===== src/hw/rtl/srtm_pkg.sv =====
// ---------------------------------------------------------------------------
// srtm_pkg: shared types and constants for the send/receive tag matcher
// Field widths, event kind codes, controller states and the command bundle.
// ---------------------------------------------------------------------------
package srtm_pkg;

  localparam int KIND_W   = 2;
  localparam int RANK_W   = 21;
  localparam int EV_W     = 31;
  localparam int CNT_OUT_W = 7;

  localparam int DEF_STORE_DEPTH = 64;
  localparam int DEF_ID_BITS     = 21;

  localparam logic [KIND_W-1:0] KIND_OTHER = 2'd0;
  localparam logic [KIND_W-1:0] KIND_SEND  = 2'd1;
  localparam logic [KIND_W-1:0] KIND_RECV  = 2'd2;

  typedef enum logic [1:0] {
    ST_IDLE,
    ST_COMPARE,
    ST_COMMIT
  } srtm_state_t;

  typedef struct packed {
    logic load_in;
    logic compare;
    logic commit;
  } srtm_cmd_t;

endpackage


===== src/hw/rtl/srtm_ctrl.sv =====
// ---------------------------------------------------------------------------
// srtm_ctrl: sequencer for the tag matcher
// Accepts a transaction, runs the compare and commit steps and owns out_valid.
// ---------------------------------------------------------------------------
module srtm_ctrl (
  input  logic               clk,
  input  logic               rst_n,
  input  logic               in_valid,
  output logic               in_ready,
  output logic               out_valid,
  input  logic               out_ready,
  output srtm_pkg::srtm_cmd_t cmd
);
  import srtm_pkg::*;

  srtm_state_t state_r, state_nxt;
  logic        out_valid_r, out_valid_nxt;

  always_ff @(posedge clk) begin
    if (!rst_n) begin
      state_r     <= ST_IDLE;
      out_valid_r <= 1'b0;
    end else begin
      state_r     <= state_nxt;
      out_valid_r <= out_valid_nxt;
    end
  end

  always_comb begin
    state_nxt     = state_r;
    out_valid_nxt = out_valid_r;
    cmd           = '0;
    in_ready      = 1'b0;
    if (out_valid_r && out_ready) out_valid_nxt = 1'b0;
    unique case (state_r)
      ST_IDLE: begin
        in_ready = 1'b1;
        if (in_valid) begin
          cmd.load_in = 1'b1;
          state_nxt   = ST_COMPARE;
        end
      end
      ST_COMPARE: begin
        cmd.compare = 1'b1;
        state_nxt   = ST_COMMIT;
      end
      ST_COMMIT: begin
        // The result register must be free before the store is updated.
        if (!out_valid_r || out_ready) begin
          cmd.commit    = 1'b1;
          out_valid_nxt = 1'b1;
          state_nxt     = ST_IDLE;
        end
      end
      default: state_nxt = ST_IDLE;
    endcase
  end

  assign out_valid = out_valid_r;

  a_commit_frees: assert property (@(posedge clk) disable iff (!rst_n)
    cmd.commit |=> out_valid_r)
    else $error("result not presented after commit");
  a_compare_after_load: assert property (@(posedge clk) disable iff (!rst_n)
    cmd.load_in |=> state_r == ST_COMPARE)
    else $error("compare step skipped");
  a_no_accept_busy: assert property (@(posedge clk) disable iff (!rst_n)
    (state_r != ST_IDLE) |-> !in_ready)
    else $error("accept while busy");
endmodule


===== config.mk =====
export PLATFORM = sky130hd
export DESIGN_NAME = srtm_ctrl
export DESIGN_NICKNAME = d
export VERILOG_FILES = /design/src/hw/rtl/srtm_pkg.sv /design/src/hw/rtl/srtm_ctrl.sv
export SDC_FILE = /design/constraint.sdc
export NUM_CORES = 1
export LEC_CHECK = 0
export BUFFER_PORTS_ARGS = -buffer_cell sky130_fd_sc_hd__buf_2
export CORE_AREA = 2 2 39 41
export DETAILED_ROUTE_END_ITERATION = 8
export DIE_AREA = 0 0 41 43
export GPL_TIMING_DRIVEN = 0
export PLACE_DENSITY = 0.33
export SKIP_CTS_REPAIR_TIMING = 1
export SLEW_MARGIN = 0
export SYNTH_ARGS = -nofsm -noshare
export SYNTH_HDL_FRONTEND = slang
export SYNTH_SLANG_ARGS = --single-unit

===== constraint.sdc =====
create_clock -name clk -period 1 [get_ports clk]
set_input_delay 0.25 -clock clk [delete_from_list [all_inputs] [get_ports clk]]
set_output_delay 0.25 -clock clk [all_outputs]
set_load 0.05 [all_outputs]

==> flow_summary.toml <==
[logic_synthesis]
syn_area_um2 = 138.9
avgSynthCellArea_um2 = 10.68
synth_cells = 13
yosys_warnings = 0
synth_nets = 17
ys_ff_latch = 3
synth_top_area_share_pct = 43.24
ys_seq_area_share_pct = 43.24
yosysTopAreaCell = "dfxtp_1"
yosysUniqueCellTypes = 10
synth.area.top_cells = "dfxtp_1 (43%), and4bb_1 (9.0%), nand2b_1 (9.0%), nor3b_2 (9.0%), and2b_4 (7.2%)"

[global_routing]
antenna_found_initial = 0
grt_pass1_wl_um = 552
grt_pass1_vias = 133
grt_usage_pct = 5.918
grt_max_degree = 6
gr-total-overflow = 0

[pwr]
power.density_nw_per_um2 = 1494
cellLeakagePower_nw = 0.1363
vdd_drop_max_uv = 683.1

[floorplan]
io_pins = 9
die_area_um2 = 1763
dieWidth_um = 41
start_util_pct = 10.04
rows = 14
die_h_um = 43
coreArea_um2 = 1384

[place]
place_area_um2 = 219.0
port_buffers = 8
gp_congestion = 0.5301
place_hpwl_um = 253.8

[drt]
num_vias = 142
wl_per_cell_um = 8.119
drt-total-wl_um = 341
vias_per_cell = 3.381
drt_first_iter_violations = 0
firstDrtPassIters = 1
final_antenna_net_count = 0
drc_errors = 0

[clock_network]
cts_tree = "done"
numCtsBuffers = 3
clk_path_buf_depth = 2
clk_pin_slew_worst_paths_ns = 0.04
clock-sinks = 3
worstSkewPairLatency_ns = 0.23
htree_levels = 1
cts_root_buf = "clkbuf_4"

[worst_setup_path]
crit_path_max_incr_delay_ns = 0.37
required_ns = 0.75
crit_chain = "and2b_4 > buf_8"
slowest_stage = "dfxtp_4"
cp_max_fo = 5
arrival_ns = 1.01
crit_type = "reg2out"
end_kind = "output pin"
start_kind = "flop"

[sta]
period_share_pct = 125.7
worstMarginPinSlew_ns = 0.1583
max_freq_mhz = 795.8
drv_slew = 0
fin_ws_ns = -0.2566
timing_hold_violations_final = 0
rsz0062_at_grt = "true"
finalCriticalPeriod_ns = 1.257
clock_skew_ns = 0.001951
relSlewSlack_pct = 89.44
finalSetupViolCount = 4
timing.setup.tns_ns = -0.9807
fin_hold_ws_ns = 0.2503

[cells_and_area]
mostFrequentLayoutCells = "clkbuf_4 (3), buf_2 (3), buf_8 (3)"
area_delta_synth_final_pct = 125.2
fillers = 145
final_area_um2 = 312.8
nNetsFinal = 31
n_antenna_cell = 0
drive_gt1_share_pct = 76.92

[run_status]
violations = "negative setup slack"
status = "complete, but fails checks"

[run]
drv_cap = 0

[hold_path]
hold_class = "in2reg"
-- cell type report --
cell class / count / area (µm²) / area share (%)
Multi-Input combinational cell: 10 / 107.6 / 34.40
Tap cell: 16 / 20.02 / 6.400
Timing Repair Buffer: 9 / 90.09 / 28.80
Sequential cell: 3 / 68.82 / 22.00
Clock buffer: 4 / 26.28 / 8.400
-- cells in the mapped netlist --
master    n
nand2b_1  2
a21boi_0  1
nor3b_2   1
nor2_1    1
and2b_4   1
dfxtp_1   3
and2_1    1
nor2b_1   1
o21a_1    1
and4bb_1  1
-- worst paths after layout --
kind	slack [ns]	start	endpoint	cells after the start
setup / recovery	-0.26	state_r[1]	cmd[1]	2
hold / removal	0.25	rst_n	state_r[1]	2
setup reg to reg	0.12	state_r[1]	state_r[1]	2
hold reg to reg	0.53	out_valid	out_valid	2
-- metrics by stage --
stage / setup slack, ns / std cells / power, mW / utilization (%)
2_1_floorplan: -0.1070 / 13 / 0.2051 / -
3_3_place_gp: -0.1333 / 37 / 0.2251 / 15.82
3_5_place_dp: -0.1432 / 37 / 0.2260 / 15.82
4_1_cts: -0.4031 / 41 / 0.4557 / 17.72
5_1_grt: -0.2962 / 42 / 0.5040 / 22.60
6_report: -0.2566 / 42 / 0.4672 / 22.60
-- kinds of logic (layout without fill, tap and decap cells) --
group / after synthesis / in the layout / synth area share [%]
and+or+nand+nor: 8 / 8 / 45.95
DFF: 3 / 3 / 43.24
AOI/OAI and AO/OA: 2 / 2 / 10.81
buffers and inverters: 0 / 13 / 0
-- metal layers --
metal / wire (µm) / global-route usage (%) / share of wire, %
met5: 0 / 0 / 0
met4: 0 / 6.000 / 0
met3: 55 / 7.853 / 16
met2: 126 / 4.688 / 37
met1: 159 / 6.410 / 47
-- state kept, by name, indices dropped and copies added (netlist names) --
name       cells
out_valid      1
state_r        2
-- critical path, delay by kind of cell, from the launching register on --
family                 cells  cell delay (ns)
buffers and inverters      1             0.14
flip-flops                 1             0.37
AND/OR/NAND/NOR            1             0.26
-- where the power goes --
part / switching, mW / internal [mW] / total, mW
Combinational: 0.0626 / 0.0561 / 0.119
Sequential: 0.0104 / 0.124 / 0.135
Clock: 0.0643 / 0.150 / 0.214
Power figures use the tool's default switching activity.
